--- src/pds_pkg.sv ---
`timescale 1ns / 1ps
`default_nettype none

package pds_pkg;

  localparam int unsigned OSC_W  = 26;
  localparam int unsigned MAX_W  = 30;
  localparam int unsigned SRC_W  = 5;
  localparam int unsigned REF_W  = 25;
  localparam int unsigned DVD_W  = 34;
  localparam int unsigned STEP_W = 4;
  localparam int unsigned CFG_W  = 30;

  localparam logic [31:0] MIN_TARGET  = 32'd10000000;
  localparam logic [31:0] CCO_MIN     = 32'd156000000;
  localparam logic [2:0]  MAX_DOUBLES = 3'd4;
  localparam logic [DVD_W-1:0] MULT_MAX = DVD_W'(256);
  localparam logic [1:0]  REF_DIV_SEL = 2'd2;

  // ceil(2^27 / 3): exact quotient by 3 for any 26-bit oscillator value.
  localparam logic [OSC_W-1:0] RECIP3       = 26'd44739243;
  localparam int unsigned      RECIP3_SHIFT = 27;

  typedef enum logic [1:0] {
    CFG_OSC_RATE     = 2'd0,
    CFG_MAX_OUT_FREQ = 2'd1,
    CFG_CLOCK_SOURCE = 2'd2
  } cfg_idx_t;

  typedef struct packed {
    logic [31:0] req_freq;
    logic [31:0] old_ctrl;
  } in_item_t;

  typedef struct packed {
    logic [31:0] ctrl_word;
    logic        ctrl_valid;
    logic [31:0] out_freq;
  } out_item_t;

  typedef enum logic [3:0] {
    OP_NOP,
    OP_LOAD,
    OP_REF,
    OP_DOUBLE,
    OP_DIV_MULT,
    OP_SAVE_MULT,
    OP_DIV_LIMIT,
    OP_CLAMP,
    OP_SAT,
    OP_PROD,
    OP_EMIT,
    OP_FAIL
  } op_t;

  typedef enum logic [1:0] {
    W_NONE,
    W_IN,
    W_DIV,
    W_OUT
  } wait_t;

  typedef enum logic [2:0] {
    J_NEVER,
    J_ALWAYS,
    J_REF_ZERO,
    J_MULT_ZERO,
    J_DOUBLE
  } jump_t;

  typedef struct packed {
    op_t               op;
    wait_t             wt;
    jump_t             jc;
    logic [STEP_W-1:0] target;
  } ucode_t;

  typedef struct packed {
    logic in_valid;
    logic out_blocked;
    logic div_busy;
    logic ref_zero;
    logic mult_zero;
    logic can_double;
  } status_t;

  localparam logic [STEP_W-1:0] S_IDLE   = 4'd0;
  localparam logic [STEP_W-1:0] S_DOUBLE = 4'd2;
  localparam logic [STEP_W-1:0] S_FAIL   = 4'd13;

  function automatic ucode_t uc(input op_t op, input wait_t wt, input jump_t jc,
                                input logic [STEP_W-1:0] tgt);
    ucode_t w;
    w.op     = op;
    w.wt     = wt;
    w.jc     = jc;
    w.target = tgt;
    return w;
  endfunction

  // Control store. A step holds while its wait condition is true, then jumps
  // to its target if the jump condition is true, else falls through.
  function automatic ucode_t ucode_rom(input logic [STEP_W-1:0] step);
    ucode_t w;
    case (step)
      4'd0:    w = uc(OP_LOAD,      W_IN,   J_NEVER,     S_IDLE);
      4'd1:    w = uc(OP_REF,       W_NONE, J_NEVER,     S_IDLE);
      4'd2:    w = uc(OP_DOUBLE,    W_NONE, J_DOUBLE,    S_DOUBLE);
      4'd3:    w = uc(OP_NOP,       W_NONE, J_REF_ZERO,  S_FAIL);
      4'd4:    w = uc(OP_DIV_MULT,  W_NONE, J_NEVER,     S_IDLE);
      4'd5:    w = uc(OP_NOP,       W_DIV,  J_NEVER,     S_IDLE);
      4'd6:    w = uc(OP_SAVE_MULT, W_NONE, J_NEVER,     S_IDLE);
      4'd7:    w = uc(OP_DIV_LIMIT, W_NONE, J_NEVER,     S_IDLE);
      4'd8:    w = uc(OP_NOP,       W_DIV,  J_NEVER,     S_IDLE);
      4'd9:    w = uc(OP_CLAMP,     W_NONE, J_NEVER,     S_IDLE);
      4'd10:   w = uc(OP_SAT,       W_NONE, J_MULT_ZERO, S_FAIL);
      4'd11:   w = uc(OP_PROD,      W_NONE, J_NEVER,     S_IDLE);
      4'd12:   w = uc(OP_EMIT,      W_OUT,  J_ALWAYS,    S_IDLE);
      4'd13:   w = uc(OP_FAIL,      W_OUT,  J_ALWAYS,    S_IDLE);
      default: w = uc(OP_NOP,       W_NONE, J_ALWAYS,    S_IDLE);
    endcase
    return w;
  endfunction

endpackage

`default_nettype wire

--- src/pds_sequencer.sv ---
`timescale 1ns / 1ps
`default_nettype none

module pds_sequencer (
  input  wire logic             clk,
  input  wire logic             rst_n,
  input  wire pds_pkg::status_t st,
  output pds_pkg::ucode_t       cw,
  output logic                  go
);
  import pds_pkg::*;

  logic [STEP_W-1:0] step_r;
  logic [STEP_W-1:0] step_nxt;
  logic              stall;
  logic              take_jump;

  assign cw = ucode_rom(step_r);

  always_comb begin
    case (cw.wt)
      W_IN:    stall = !st.in_valid;
      W_DIV:   stall = st.div_busy;
      W_OUT:   stall = st.out_blocked;
      default: stall = 1'b0;
    endcase
  end

  always_comb begin
    case (cw.jc)
      J_ALWAYS:    take_jump = 1'b1;
      J_REF_ZERO:  take_jump = st.ref_zero;
      J_MULT_ZERO: take_jump = st.mult_zero;
      J_DOUBLE:    take_jump = st.can_double;
      default:     take_jump = 1'b0;
    endcase
  end

  always_comb begin
    if (stall) begin
      step_nxt = step_r;
    end else if (take_jump) begin
      step_nxt = cw.target;
    end else begin
      step_nxt = step_r + 1'b1;
    end
  end

  assign go = !stall;

  always_ff @(posedge clk) begin
    if (!rst_n) begin
      step_r <= S_IDLE;
    end else begin
      step_r <= step_nxt;
    end
  end

`ifndef ASSERT_OFF
  a_step_range: assert property (@(posedge clk) disable iff (!rst_n)
    step_r <= S_FAIL)
    else $error("step counter left the program");
`endif

endmodule

`default_nettype wire

--- config.mk ---
export PLATFORM = sky130hd
export DESIGN_NAME = pds_sequencer
export DESIGN_NICKNAME = d
export VERILOG_FILES = /design/src/pds_pkg.sv /design/src/pds_sequencer.sv
export SDC_FILE = /design/constraint.sdc
export NUM_CORES = 1
export LEC_CHECK = 0
export BUFFER_PORTS_ARGS = -buffer_cell sky130_fd_sc_hd__buf_2
export CELL_PAD_IN_SITES_DETAIL_PLACEMENT = 0
export CELL_PAD_IN_SITES_GLOBAL_PLACEMENT = 2
export CORE_AREA = 8 8 53 76
export CTS_CLUSTER_DIAMETER = 120
export DETAILED_ROUTE_END_ITERATION = 8
export DIE_AREA = 0 0 61 84
export PLACE_DENSITY = 0.71
export SLEW_MARGIN = 20
export SYNTH_ARGS = -nofsm -noshare
export SYNTH_HDL_FRONTEND = slang
export SYNTH_SLANG_ARGS = --single-unit
--- constraint.sdc ---
create_clock -name clk -period 2.64 [get_ports clk]
set_input_delay 0.396 -clock clk [delete_from_list [all_inputs] [get_ports clk]]
set_output_delay 0.396 -clock clk [all_outputs]
set_load 0.03 [all_outputs]
# Word level (Yosys, flattened, before mapping)
# Memories as Yosys holds them, arrays and structs flattened. A register that Yosys moved wholly into a read port is not among the register bits.
# Cells that the tools add are included.
# op_classes
addsub	1
n_eq_ne	7
muxes	5
n_reduce_logical	2
# op_table
cell	count
$mux W4	3
$eq A3 B2 Y1 const B	2
$add A4 B1 Y4 const B	1
$eq A2 B2 Y1 const B	2
$pmux W1 S4	1
$eq A3 B1 Y1 const B	1
$eq A3 B3 Y1 const B	1
$pmux W1 S3	1
$eq A2 B1 Y1 const B	1
$logic_not A1 Y1	2
# totals
reg_bits	4
rom_bits	208
output_inout_bits	14
mem_count	1
# memory_table
memory	depth	width	rd	rd_clocked_by_memory_dff	wr	line_no	text
(no name shown)	16	13	1	1	0	pds_pkg.sv:105	case (step)

# Logic depth before layout (Yosys ltp)
# Gate-level depths: netlist of run 1.
# logic_depth
ltp_word	5
mapped_depth	10
depth_no_buf	10

# Worst setup path after synthesis of run 1
# No wires, ideal clock.
# synth_path
path_type	flip-flop to flip-flop
start	register cw[7] (netlist name)
end	register cw[11] (netlist name)
setup_time_ns	0.070
t_arrival_ns	2.276
t_required_ns	2.570
setup_slack_ns	0.294
stages_incl_launch_ff	9
period_less_slack_ns	2.346
cell_sequence	dfxtp_1 > inv_1 > o31ai_4 > inv_2 > a31oi_2 > inv_1 > ha_1 > or3_1 > a21oi_1
# synth_via
elab_chain_len	4
# synth_lines
element	line_no	text
$eq A2 B2 Y1 / $eq A2 B1 Y1 (equally long branches)	pds_sequencer.sv:21	case (cw.wt)
$pmux W1 S3 (*)	pds_sequencer.sv:21	
$mux W4 (no line) (*) (2 in a row)	-	
# Every way passes the cells marked *; elsewhere a longest branch is shown, timed or not.
# A chain may end at the register's enable or synchronous reset.

# Worst setup path in the final report of run 1
# layout_path
start	register cw[8] (netlist name)
end	register cw[8] (netlist name)
# layout_via
elab_chain_len	4
# layout_lines
element	line_no
$eq A2 B2 Y1 / $eq A2 B1 Y1 (equally long branches)	pds_sequencer.sv:21
$pmux W1 S3 (*)	pds_sequencer.sv:21
$mux W4 (no line) (*) (2 in a row)	-
# Marks and branches as above.

==> results.md, run 1 <==
* Hold Crit Class: in2reg
* Measured slew at the worst slew-check pin at 0.449 ns
* Total Power at 0.00119 W
* WP data required at 2.78 ns
* Status: finished, final reports clean
* CTS Buf Count at 3
* Syn-to-layout area delta at 20.7%
* Total nets after synthesis at 105
* Final Hold Viols at 0
* Final Wtd Congestion at 0.799
* Vias at 701
* Post-CTS Resized at 0
* Max Freq at 477 MHz
* Post-Place Cells at 146
* Final Non-Filler Cells at 150
* Most common flop cell mapped by yosys: dfxtp_1
* DRT Pass-1 Iters at 3
* Height of the chip at 84 um
* Row cnt at 24
* HPWL Detailed at 1.65 mm
* Avg WL per Cell at 13.3 um
* Setup ws final at 0.544 ns
* Global-route met3 utilization at 3.09%
* Psw at 0.000573 W
* Share of cells above drive strength 1 at 33.3%
* Number of global-route vias before repair at 691
* Area of the core at 0.00291 mm2
* Average cell area after synthesis at 9.27 um2
* Power per cell area at 1190 mW/mm2
* Remaining antenna violation count at 0
* Crit path max fanout at 7
* Number of synthesized flops with an enable pin at 0
* Initial antenna violation count at 0
* Sequential fraction of the synthesis area at 31.2%
* Residual DRC at 0
* Gr ovfl total at 0
* Netlist Area Pre-Place at 835 um2
* Worst-skew pair later-pin latency at 0.25 ns
* DR vias/cell at 4.67
* Switching share of total power at 48.0%
* Unrepaired setup endpoints after global routing: false
* Fillers at 313
* Final instance area at 0.00101 mm2
* Die ar. at 0.00512 mm2
* Combinational share of power at 58.3%
* Worst EP arrival at 2.24 ns
* Slew headroom at 70.1%
* DP Area at 962 um2
* Post-CTS Setup Repair Bufs at 0
* CTS max path bufs at 2
* Area leader, netlist: dfxtp_1
* Worst Path Class, Setup: reg2reg
* Crit share post-route at 79.4%
* Min Tclk post-route at 2.10 ns
* CP Capture Type: flop
* Routed WL at 2.00 mm
* Yosys top cell area share at 31.2%
* Startpoint Class: flop
* Met2 Use GR at 14.0%
* Sequential power share at 26.5%
* Nets@finish at 127
* # diodes at 0
* Routing usage on met1 at 8.93%
* Port Buffers at 21
* Setup violators final at 0
* Ys Warns at 0
* Peak supply drop at 0.493 mV
* CTS Root Cell: clkbuf_8
* Pint at 0.000622 W
* Post-synthesis cell type count at 39
* TritonCTS clock tree: done
* Fin. max-slew vios at 0
* Post-synthesis async set-or-reset flop share at 0%
* CTS clk-pin slew, worst paths at 0.05 ns
* Die W at 61 um
* Post-synthesis register bit count at 13
* H-tree depth at 1
* Synth area leaders: dfxtp_1 (31%), ha_1 (10%), a21oi_1 (3.6%), buf_4 (3.6%), inv_1 (3.6%)
* GRT Max-Usage Layer: met2
* Clock power frac at 15.2%
* Largest net degree at the start of global routing at 10
* Leak at 0.480 nW
* Initial core utilization at 28.7%
* First-pass GRT wire length at 3.29 mm
* Max-Cap Viols at 0
* All-Layer GR Usage at 8.53%
* Synth Instances at 90
* Setup TNS at 0 ns
* Post-cts hold buffer count at 0
* Post-place setup slack at 0.394 ns
* I/O Pins at 22
* Clk_skew at 0.00403 ns
* CTS sink cnt at 13
* Number of DRC markers in iteration 0 at 3
[per-layer routing]
metal  vias to the layer above  share of wire (%)
met5                         -                  0
met4                         0                2.3
met3                         5                8.1
met2                        19                 48
met1                       319                 42
li1                        358                  -
[state kept, by name, indices dropped and copies added (netlist names)]
signal and flops:
step_r 4, cw 9
[stage by stage]
step | hold WS, ns | util [%]
detailed placement | 0.697 | 33.0
global route | 0.484 | 34.6
global placement | 0.689 | 33.0
finish | 0.469 | 34.6
floorplan | 0.620 | -
CTS | 0.474 | 34.6
[critical path, cell delays in order, from the launching register on]
cell and delay (ns):
dfxtp_1 0.33, nor2b_4 0.14, o31ai_4 0.35, inv_2 0.13, a31oi_2 0.22, inv_1 0.11
ha_1 0.22, o21bai_1 0.16, o211a_1 0.16, o21a_1 0.16
[layout by cell type (no fill, tap or decap), types with 2 or more instances in the layout]
cell	count
inv_1	8
a31oi_2	2
o21ai_1	3
nor2_1	6
and3_1	3
nand3_1	3
a21oi_1	6
nand3b_1	2
inv_2	2
ha_1	7
o21ai_0	2
clkbuf_8	3
nor2b_1	2
nand4_1	2
dfxtp_1	13
buf_2	21
mux2i_1	2
[cell usage after synthesis, types with 2 or more instances]
library cell  count
dfxtp_1          13
inv_1             8
ha_1              7
a21oi_1           6
nor2_1            6
buf_4             4
and3_1            3
nand3_1           3
o21ai_1           3
a31oi_2           2
inv_2             2
mux2i_1           2
nand3b_1          2
nand4_1           2
nor2b_1           2
o21ai_0           2
[cell type report]
class	count	area [um2]	share of cell area, %
sequential	13	260	25.8
clock buffer	4	45.0	4.47
inverter	10	37.5	3.73
timing repair buffer	22	113	11.2
multi-input combinational	62	503	49.9
tap	39	48.8	4.84
[logic make-up (layout without fill, tap and decap cells)]
logic type / count (synthesis) / after routing / synth area share [%]
AO/OA/AOI/OAI: 25 / 25 / 25.2
multiplexers: 2 / 2 / 2.40
adder cells (fa/ha/maj): 7 / 7 / 10.5
XOR/XNOR: 1 / 1 / 1.05
AND/OR/NAND/NOR: 27 / 27 / 21.1
flip-flops: 13 / 13 / 31.2
buffers and inverters: 15 / 36 / 8.55
[path summary, 6_finish.rpt]
path / start / endpoint / depth (start not counted) / slack (ns)
min: rst_n / cw[8] / 2 / 0.47
max: cw[8] / cw[8] / 9 / 0.54
min reg2reg: step_r[1] / step_r[1] / 2 / 0.70
max reg2reg: cw[8] / cw[8] / 9 / 0.54
[power by group through the flow]
stage	combinational (W)	sequential, W	clock (W)
6_report	0.000697	0.000317	0.000181
5_1_grt	0.000772	0.000328	0.000194
2_1_floorplan	0.000465	0.000400	0
4_1_cts	0.000710	0.000317	0.000185
3_3_place_gp	0.000710	0.000323	0
3_5_place_dp	0.000707	0.000321	0
(Power assumes the default switching activity.)
==> inputs of run 2 (changes only) <==
- ABC_AREA: not set -> 1
- CORE_AREA: 8 8 53 76 -> 8 8 58 84
- DIE_AREA: 0 0 61 84 -> 0 0 66 92
- PLACE_DENSITY: 0.71 -> 0.67
- clock period: 2.64 -> 1.9 ns (I/O delays scaled with it)
==> run 2 against run 1 <==
  * Non-clock buffer count grew 2
  * Hold slack got worse by 0.075 ns
  * Global-route usage down 0.83 points
  * Count of clock-buffer cells in the layout unchanged
  * Synthesized cell count grew 26%
  * Power increased by 81%
  * Clock power is 34% higher
  * Core utilization shrank 3.8 points
  * Combinational power grew 110%
  * Final area up 12%
  * Sequential power is 45% higher
  * Area after synthesis rose by 8.2%
  * Critical endpoint is now cw[10]
==> results.md, run 2 <==
* Status: finished, final reports clean (unchanged)
* Post-synthesis register bit count at 13 (unchanged)
* Largest net degree at the start of global routing at 10 (unchanged)
* Power per cell area at 1930 mW/mm2 (was 1190 mW/mm2)
* CTS max path bufs at 2 (unchanged)
* Post-synthesis cell type count at 23 (was 39)
* Vias at 752 (was 701)
* Synth Area in Simple Gates at 44.5% (was 21.1%)
* Final Hold Viols at 0 (unchanged)
* Adder-Cell Fraction of Synth Area at 9.70% (was 10.5%)
* Final Wtd Congestion at 0.798 (was 0.799)
* Worst-skew pair later-pin latency at 0.24 ns (was 0.25 ns)
* CP Capture Type: flop (unchanged)
* Slew headroom at 89.6% (was 70.1%)
* Slowest CP cell: dfxtp_4 (was o31ai_4)
* Netlist Area Pre-Place at 903 um2 (was 835 um2)
* Number of DRC markers in iteration 0 at 11 (was 3)
* Most common cell after layout, fill and taps aside: nand2_1 (was buf_2)
* Average cell area after synthesis at 7.99 um2 (was 9.27 um2)
* Min Tclk post-route at 1.69 ns (was 2.10 ns)
* Ys Warns at 0 (unchanged)
* Leak at 0.591 nW (was 0.480 nW)
* Largest family of logic cells by synthesized area: simple AND/OR/NAND/NOR gates (was compound AO/OA/AOI/OAI gates)
* Number of synthesized flops with an enable pin at 0 (unchanged)
* Syn-to-layout area delta at 24.4% (was 20.7%)
* CTS Buf Count at 3 (unchanged)
* Fin. max-slew vios at 0 (unchanged)
* Share of cells above drive strength 1 at 47.1% (was 33.3%)
* Crit share post-route at 89.2% (was 79.4%)
* Max Freq at 590 MHz (was 477 MHz)
* Post-synth top cells: nand2_1 (30), dfxtp_1 (13), nand3_1 (13) (was dfxtp_1 (13), inv_1 (8), ha_1 (7))
* Crit path launch: cw[6] (was cw[8])
* Max-Cap Viols at 0 (unchanged)
* Synth Instances at 113 (was 90)
* Register area at 272 um2 (was 260 um2)
* Height of the chip at 92 um (was 84 um)
* Area leader, netlist: dfxtp_1 (unchanged)
* Port Buffers at 21 (unchanged)
* Post-Place Cells at 174 (was 146)
* Initial antenna violation count at 0 (unchanged)
* Row cnt at 27 (was 24)
* Post-synthesis async set-or-reset flop share at 0% (unchanged)
* Synth area leaders: dfxtp_1 (29%), nand2_1 (12%), ha_1 (9.7%), nand3_1 (7.2%), nand2_8 (6.6%) (was dfxtp_1 (31%), ha_1 (10%), a21oi_1 (3.6%), buf_4 (3.6%), inv_1 (3.6%))
* Setup violators final at 0 (unchanged)
* DR vias/cell at 4.20 (was 4.67)
* Compound-Gate Fraction of Synth Area at 3.19% (was 25.2%)
* Critical-path cell list: inv_2 -> nand2_1 -> nand3_1 -> nand3_2 -> nand2_1 -> nand3_2 -> nand3_2 -> buf_4 -> ha_1 -> inv_1 -> nand2_1 -> nand3_2 -> nand2_1 (was nor2b_4 -> o31ai_4 -> inv_2 -> a31oi_2 -> inv_1 -> ha_1 -> o21bai_1 -> o211a_1 -> o21a_1)
* Final instance area at 0.00112 mm2 (was 0.00101 mm2)
* TritonCTS clock tree: done (unchanged)
* Die ar. at 0.00607 mm2 (was 0.00512 mm2)
* I/O Pins at 22 (unchanged)
* CTS sink cnt at 13 (unchanged)
* Fillers at 412 (was 313)
* Residual DRC at 0 (unchanged)
* Most common cell in the netlist: nand2_1 (was dfxtp_1)
* Worst Path Class, Setup: reg2reg (unchanged)
* H-tree depth at 1 (unchanged)
* CTS Root Cell: clkbuf_8 (unchanged)
* DRT Pass-1 Iters at 2 (was 3)
* Total nets after synthesis at 128 (was 105)
* Worst EP arrival at 1.83 ns (was 2.24 ns)
* Nets@finish at 152 (was 127)
* WP data required at 2.04 ns (was 2.78 ns)
* Sequential fraction of the synthesis area at 28.8% (was 31.2%)
* Most frequent cells in the layout: nand2_1 (29), buf_2 (21), nand3_1 (10) (was buf_2 (21), dfxtp_1 (13), inv_1 (8))
* Number of global-route vias before repair at 785 (was 691)
* Most common flop cell mapped by yosys: dfxtp_1 (unchanged)
* Max incr delay on CP at 0.38 ns (was 0.35 ns)
* Gr ovfl total at 0 (unchanged)
* Initial core utilization at 24.8% (was 28.7%)
* XOR/XNOR Fraction of Synth Area at 1.94% (was 1.05%)
* Clk_skew at 0.000997 ns (was 0.00403 ns)
* Avg WL per Cell at 12.0 um (was 13.3 um)
* DP Area at 0.00104 mm2 (was 962 um2)
* All-Layer GR Usage at 7.70% (was 8.53%)
* Startpoint Class: flop (unchanged)
* CTS clk-pin slew, worst paths at 0.05 ns (about the same)
* Crit path max fanout at 6 (was 7)
* Die W at 66 um (was 61 um)
* Worst Hold Launch: rst_n (unchanged)
* Yosys top cell area share at 28.8% (was 31.2%)
* HPWL Detailed at 1.85 mm (was 1.65 mm)
* Post-cts hold buffer count at 0 (unchanged)
* Hold Crit Class: in2reg (unchanged)
* Final Non-Filler Cells at 179 (was 150)
* Mux contribution to synthesized area at 0% (was 2.40%)
* Measured slew at the worst slew-check pin at 0.154 ns (was 0.449 ns)
* # diodes at 0 (unchanged)
* Number of flip-flops in the largest register at 9 (unchanged)
* Peak supply drop at 0.607 mV (was 0.493 mV)
* Multi-input gate area at 556 um2 (was 503 um2)
* Area of the core at 0.00365 mm2 (was 0.00291 mm2)
* Routed WL at 2.16 mm (was 2.00 mm)
* Remaining antenna violation count at 0 (unchanged)
* RR Startpoint: cw[6] (was cw[8])
* First-pass GRT wire length at 3.59 mm (was 3.29 mm)
* Post-layout util at 30.8% (was 34.6%)
-- run 2: routing by layer --
layer  global-route usage [%]  part of all wire, %  up-vias
li1                         -                    -      394
met1                     6.43                   33      343
met2                     15.3                   59       13
met3                     1.10                  5.0        2
met4                     5.37                  2.4        0
met5                        0                    0        -
-- run 2: metrics by stage --
step / setup slack, ns / hold WS (ns) / total power [W] / setup TNS (ns)
6_report: 0.206 / 0.394 / 0.00216 / 0
5_1_grt: -0.0171 / 0.400 / 0.00237 / -0.0171
4_1_cts: 0.0547 / 0.414 / 0.00214 / 0
3_5_place_dp: 0.0669 / 0.662 / 0.00189 / 0
3_3_place_gp: 0.0803 / 0.679 / 0.00190 / 0
2_1_floorplan: 0.0451 / 0.626 / 0.00160 / 0
-- run 2: area by class of cell --
| class | instances | share of cell area (%) |
|---|---|---|
| multi-input combinational | 79 | 49.4 |
| sequential | 13 | 24.2 |
| timing repair buffer | 24 | 11.4 |
| inverter | 16 | 6.24 |
| tap | 43 | 4.79 |
| clock buffer | 4 | 4.01 |
-- run 2: repair_timing --
item / in CTS / in global routing
gates resized for setup: 0 / 10
setup buffers: 0 / 1
setup endpoints to repair: 0 / 2
-- run 2: final timing paths --
path / end / slack [ns] / depth (start not counted)
max: cw[10] / 0.21 / 13
min: step_r[0] / 0.39 / 3
max reg2reg: cw[10] / 0.21 / 13
min reg2reg: step_r[0] / 0.68 / 4
-- run 2: kinds of logic after synthesis --
kind of cell,count (synthesis)
buffers and inverters,21
flip-flops,13
AO/OA/AOI/OAI,3
adder cells (fa/ha/maj),7
AND/OR/NAND/NOR,67
XOR/XNOR,2
-- run 2: worst max-delay path, delay by kind of cell, from the launching register on --
kind	cells	cell delay (ns)
adders and majority gates	1	0.27
buffers and inverters	3	0.26
DFF	1	0.38
and+or+nand+nor	9	0.68
-- run 2: power by group --
part	internal [W]	switching, W	leakage, nW
combinational	0.000487	0.000973	0.459
sequential	0.000389	0.0000717	0.109
clock	0.000148	0.0000945	0.0228
total	0.00102	0.00114	0.591
==> inputs of run 3 (changes only) <==
- CELL_PAD_IN_SITES_DETAIL_PLACEMENT: 0 -> not set
- CELL_PAD_IN_SITES_GLOBAL_PLACEMENT: 2 -> not set
- CORE_AREA: 8 8 58 84 -> 5 5 43 63
- CTS_CLUSTER_SIZE: not set -> 8
- DIE_AREA: 0 0 66 92 -> 0 0 48 68
==> run 3 against run 2 <==
  * Sequential share of layout area grew 1.1 points
  * Register-to-register slack lost 0.02 ns
  * Worst setup slack lost 0.023 ns
  * Count of clock-buffer cells in the layout is the same
  * Clock power shrank 28%
  * Final cell count shrank 12%
  * Global-route usage grew 5.0 points
  * Critical path depth is the same
  * Clock skew grew 0.0050 ns
  * Non-clock buffer count shrank 1
  * Routed wire length shrank 17%
  * Critical endpoint is now cw[9]
==> results.md, run 3 (synthesis gave the netlist of run 2 again) <==
* Measured slew at the worst slew-check pin at 0.154 ns (about the same)
* I/O Pins at 22 (unchanged)
* CTS Buf Count at 3 (unchanged)
* Crit path max fanout at 4 (was 6)
* Reg2Reg Capture Point: cw[9] (was cw[10])
* Post-place setup slack at 0.135 ns (was 0.0669 ns)
* Residual DRC at 0 (unchanged)
* Register-to-register path setup slack at 0.18 ns (was 0.21 ns)
* Register-to-Register Path Depth at 13 (unchanged)
* Crit path launch: cw[4] (was cw[6])
* Startpoint Class: flop (unchanged)
* Row cnt at 21 (was 27)
* CTS sink cnt at 13 (unchanged)
* Largest net degree at the start of global routing at 10 (unchanged)
* Worst Path Class, Setup: reg2reg (unchanged)
* Final Wtd Congestion at 0.794 (was 0.798)
* Final Non-Filler Cells at 158 (was 179)
* # diodes at 0 (unchanged)
* Status: finished, final reports clean (unchanged)
* Share of cells above drive strength 1 at 43.0% (was 47.1%)
* Setup violators final at 0 (unchanged)
* Power per cell area at 1920 mW/mm2 (was 1930 mW/mm2)
* Port Buffers at 21 (unchanged)
* Height of the chip at 68 um (was 92 um)
* Number of global-route vias before repair at 721 (was 785)
* H-tree depth at 1 (unchanged)
* Register area at 265 um2 (was 272 um2)
* Number of DRC markers in iteration 0 at 7 (was 11)
* Initial core utilization at 41.9% (was 24.8%)
* Area of the core at 0.00215 mm2 (was 0.00365 mm2)
* DP Area at 0.00102 mm2 (was 0.00104 mm2)
* CP Capture Point: cw[9] (was cw[10])
* Post-CTS Setup Repair Bufs at 0 (unchanged)
* Worst-skew pair later-pin latency at 0.28 ns (was 0.24 ns)
* Final Hold Viols at 0 (unchanged)
* Vias at 750 (was 752)
* Avg WL per Cell at 11.3 um (was 12.0 um)
* Die ar. at 0.00326 mm2 (was 0.00607 mm2)
* Unrepaired setup endpoints after global routing: false
* Final instance area at 0.00105 mm2 (was 0.00112 mm2)
* Syn-to-layout area delta at 16.1% (was 24.4%)
* Min Tclk post-route at 1.72 ns (was 1.69 ns)
* HPWL Detailed at 1.51 mm (was 1.85 mm)
* Remaining antenna violation count at 0 (unchanged)
* Worst Hold Depth at 3 (unchanged)
* Multi-input gate area at 538 um2 (was 556 um2)
* Max Freq at 582 MHz (was 590 MHz)
* RR Startpoint: cw[4] (was cw[6])
* Clk_skew at 0.00597 ns (was 0.000997 ns)
* DR vias/cell at 4.75 (was 4.20)
* Nets@finish at 151 (was 152)
* Hold Crit Class: in2reg (unchanged)
* CTS max path bufs at 2 (unchanged)
* Slew headroom at 89.7% (was 89.6%)
* Post-Place Cells at 154 (was 174)
* First-pass GRT wire length at 2.95 mm (was 3.59 mm)
* TritonCTS clock tree: done (unchanged)
* Fillers at 224 (was 412)
* Total Power at 0.00202 W (was 0.00216 W)
* CP Capture Type: flop (unchanged)
* Crit share post-route at 90.4% (was 89.2%)
* Fin. max-slew vios at 0 (unchanged)
* Setup TNS at 0 ns (unchanged)
* DRT Pass-1 Iters at 4 (was 2)
* Number of flip-flops in the largest register at 9 (unchanged)
* Gr ovfl total at 0 (unchanged)
* CTS clk-pin slew, worst paths at 0.08 ns (was 0.05 ns)
* Post-cts hold buffer count at 0 (unchanged)
* Most frequent cells in the layout: nand2_1 (29), buf_2 (21), nand3_1 (13) (was nand2_1 (29), buf_2 (21), nand3_1 (10))
* Max-Cap Viols at 0 (unchanged)
* All-Layer GR Usage at 12.7% (was 7.70%)
* Setup ws final at 0.182 ns (was 0.206 ns)
* Post-CTS Resized at 0 (unchanged)
* Die W at 48 um (was 66 um)
* Most common cell after layout, fill and taps aside: nand2_1 (unchanged)
* Leak at 0.569 nW (was 0.591 nW)
* Routed WL at 1.78 mm (was 2.16 mm)
* Worst EP arrival at 1.90 ns (was 1.83 ns)
* Initial antenna violation count at 0 (unchanged)
* CTS Root Cell: clkbuf_4 (was clkbuf_8)
* WP data required at 2.09 ns (was 2.04 ns)
* Peak supply drop at 0.695 mV (was 0.607 mV)
==> run 3: cell types whose count changed in the layout (fill, tap and decap cells not counted) <==
| cell | change |
|---|---|
| nand3_2 | -3 |
| nor2_1 | +1 |
| dfxtp_1 | +1 |
| nand3_1 | +3 |
| dfxtp_2 | +1 |
| clkbuf_4 | +3 |
| clkbuf_8 | -3 |
| nor2_2 | -1 |
| buf_4 | -1 |
| dfxtp_4 | -2 |
==> run 3: where the power goes <==
part	leakage, nW	total [W]	internal [W]	switching, W
registers	0.108	0.000454	0.000382	0.0000712
clock network	0.0150	0.000175	0.0000815	0.0000937
logic	0.446	0.00139	0.000460	0.000928
total	0.569	0.00202	0.000924	0.00109
==> run 3: worst min-delay path by stage <==
| stage | slack, ns | endpoint | startpoint |
|---|---|---|---|
| after global routing | 0.38 | step_r[0] | rst_n |
| after global placement | 0.67 | step_r[0] | rst_n |
| after detailed placement | 0.67 | cw[9] | rst_n |
| after CTS | 0.38 | cw[9] | rst_n |
| final | 0.36 | step_r[0] | rst_n |
| after floorplan | 0.63 | step_r[2] | rst_n |
==> run 3: cell type report <==
cell class                      count  share of cell area (%)
Timing Repair Buffer               23                    11.5
Sequential cell                    13                    25.3
Multi-Input combinational cell     79                    51.3
Clock buffer                        4                    2.51
Inverter                           16                    6.68
Tap cell                           23                    2.74
==> run 3: metrics by stage <==
stage / hold WS, ns / utilization [%]
2_1_floorplan: 0.626 / -
3_3_place_gp: 0.672 / 47.2
3_5_place_dp: 0.673 / 47.2
4_1_cts: 0.381 / 48.4
5_1_grt: 0.384 / 48.7
6_report: 0.355 / 48.7
==> run 3: critical path, stage by stage (launching register included) <==
cell and delay (ns):
dfxtp_1 0.33, inv_2 0.07, nand2_1 0.06, nand2_1 0.11, nand3_2 0.13, nand2_1 0.10, nand3_1 0.08, nand3_1 0.15
inv_1 0.09, ha_1 0.19, inv_1 0.11, nand3_1 0.09, nand3_1 0.08, nand2_1 0.05
==> run 3: routing by layer <==
metal	part of all wire, %	track usage [%]	up-vias
li1	-	-	391
met1	37	11.9	332
met2	55	24.3	20
met3	4.6	1.05	7
met4	4.0	7.74	0
met5	0	0	-
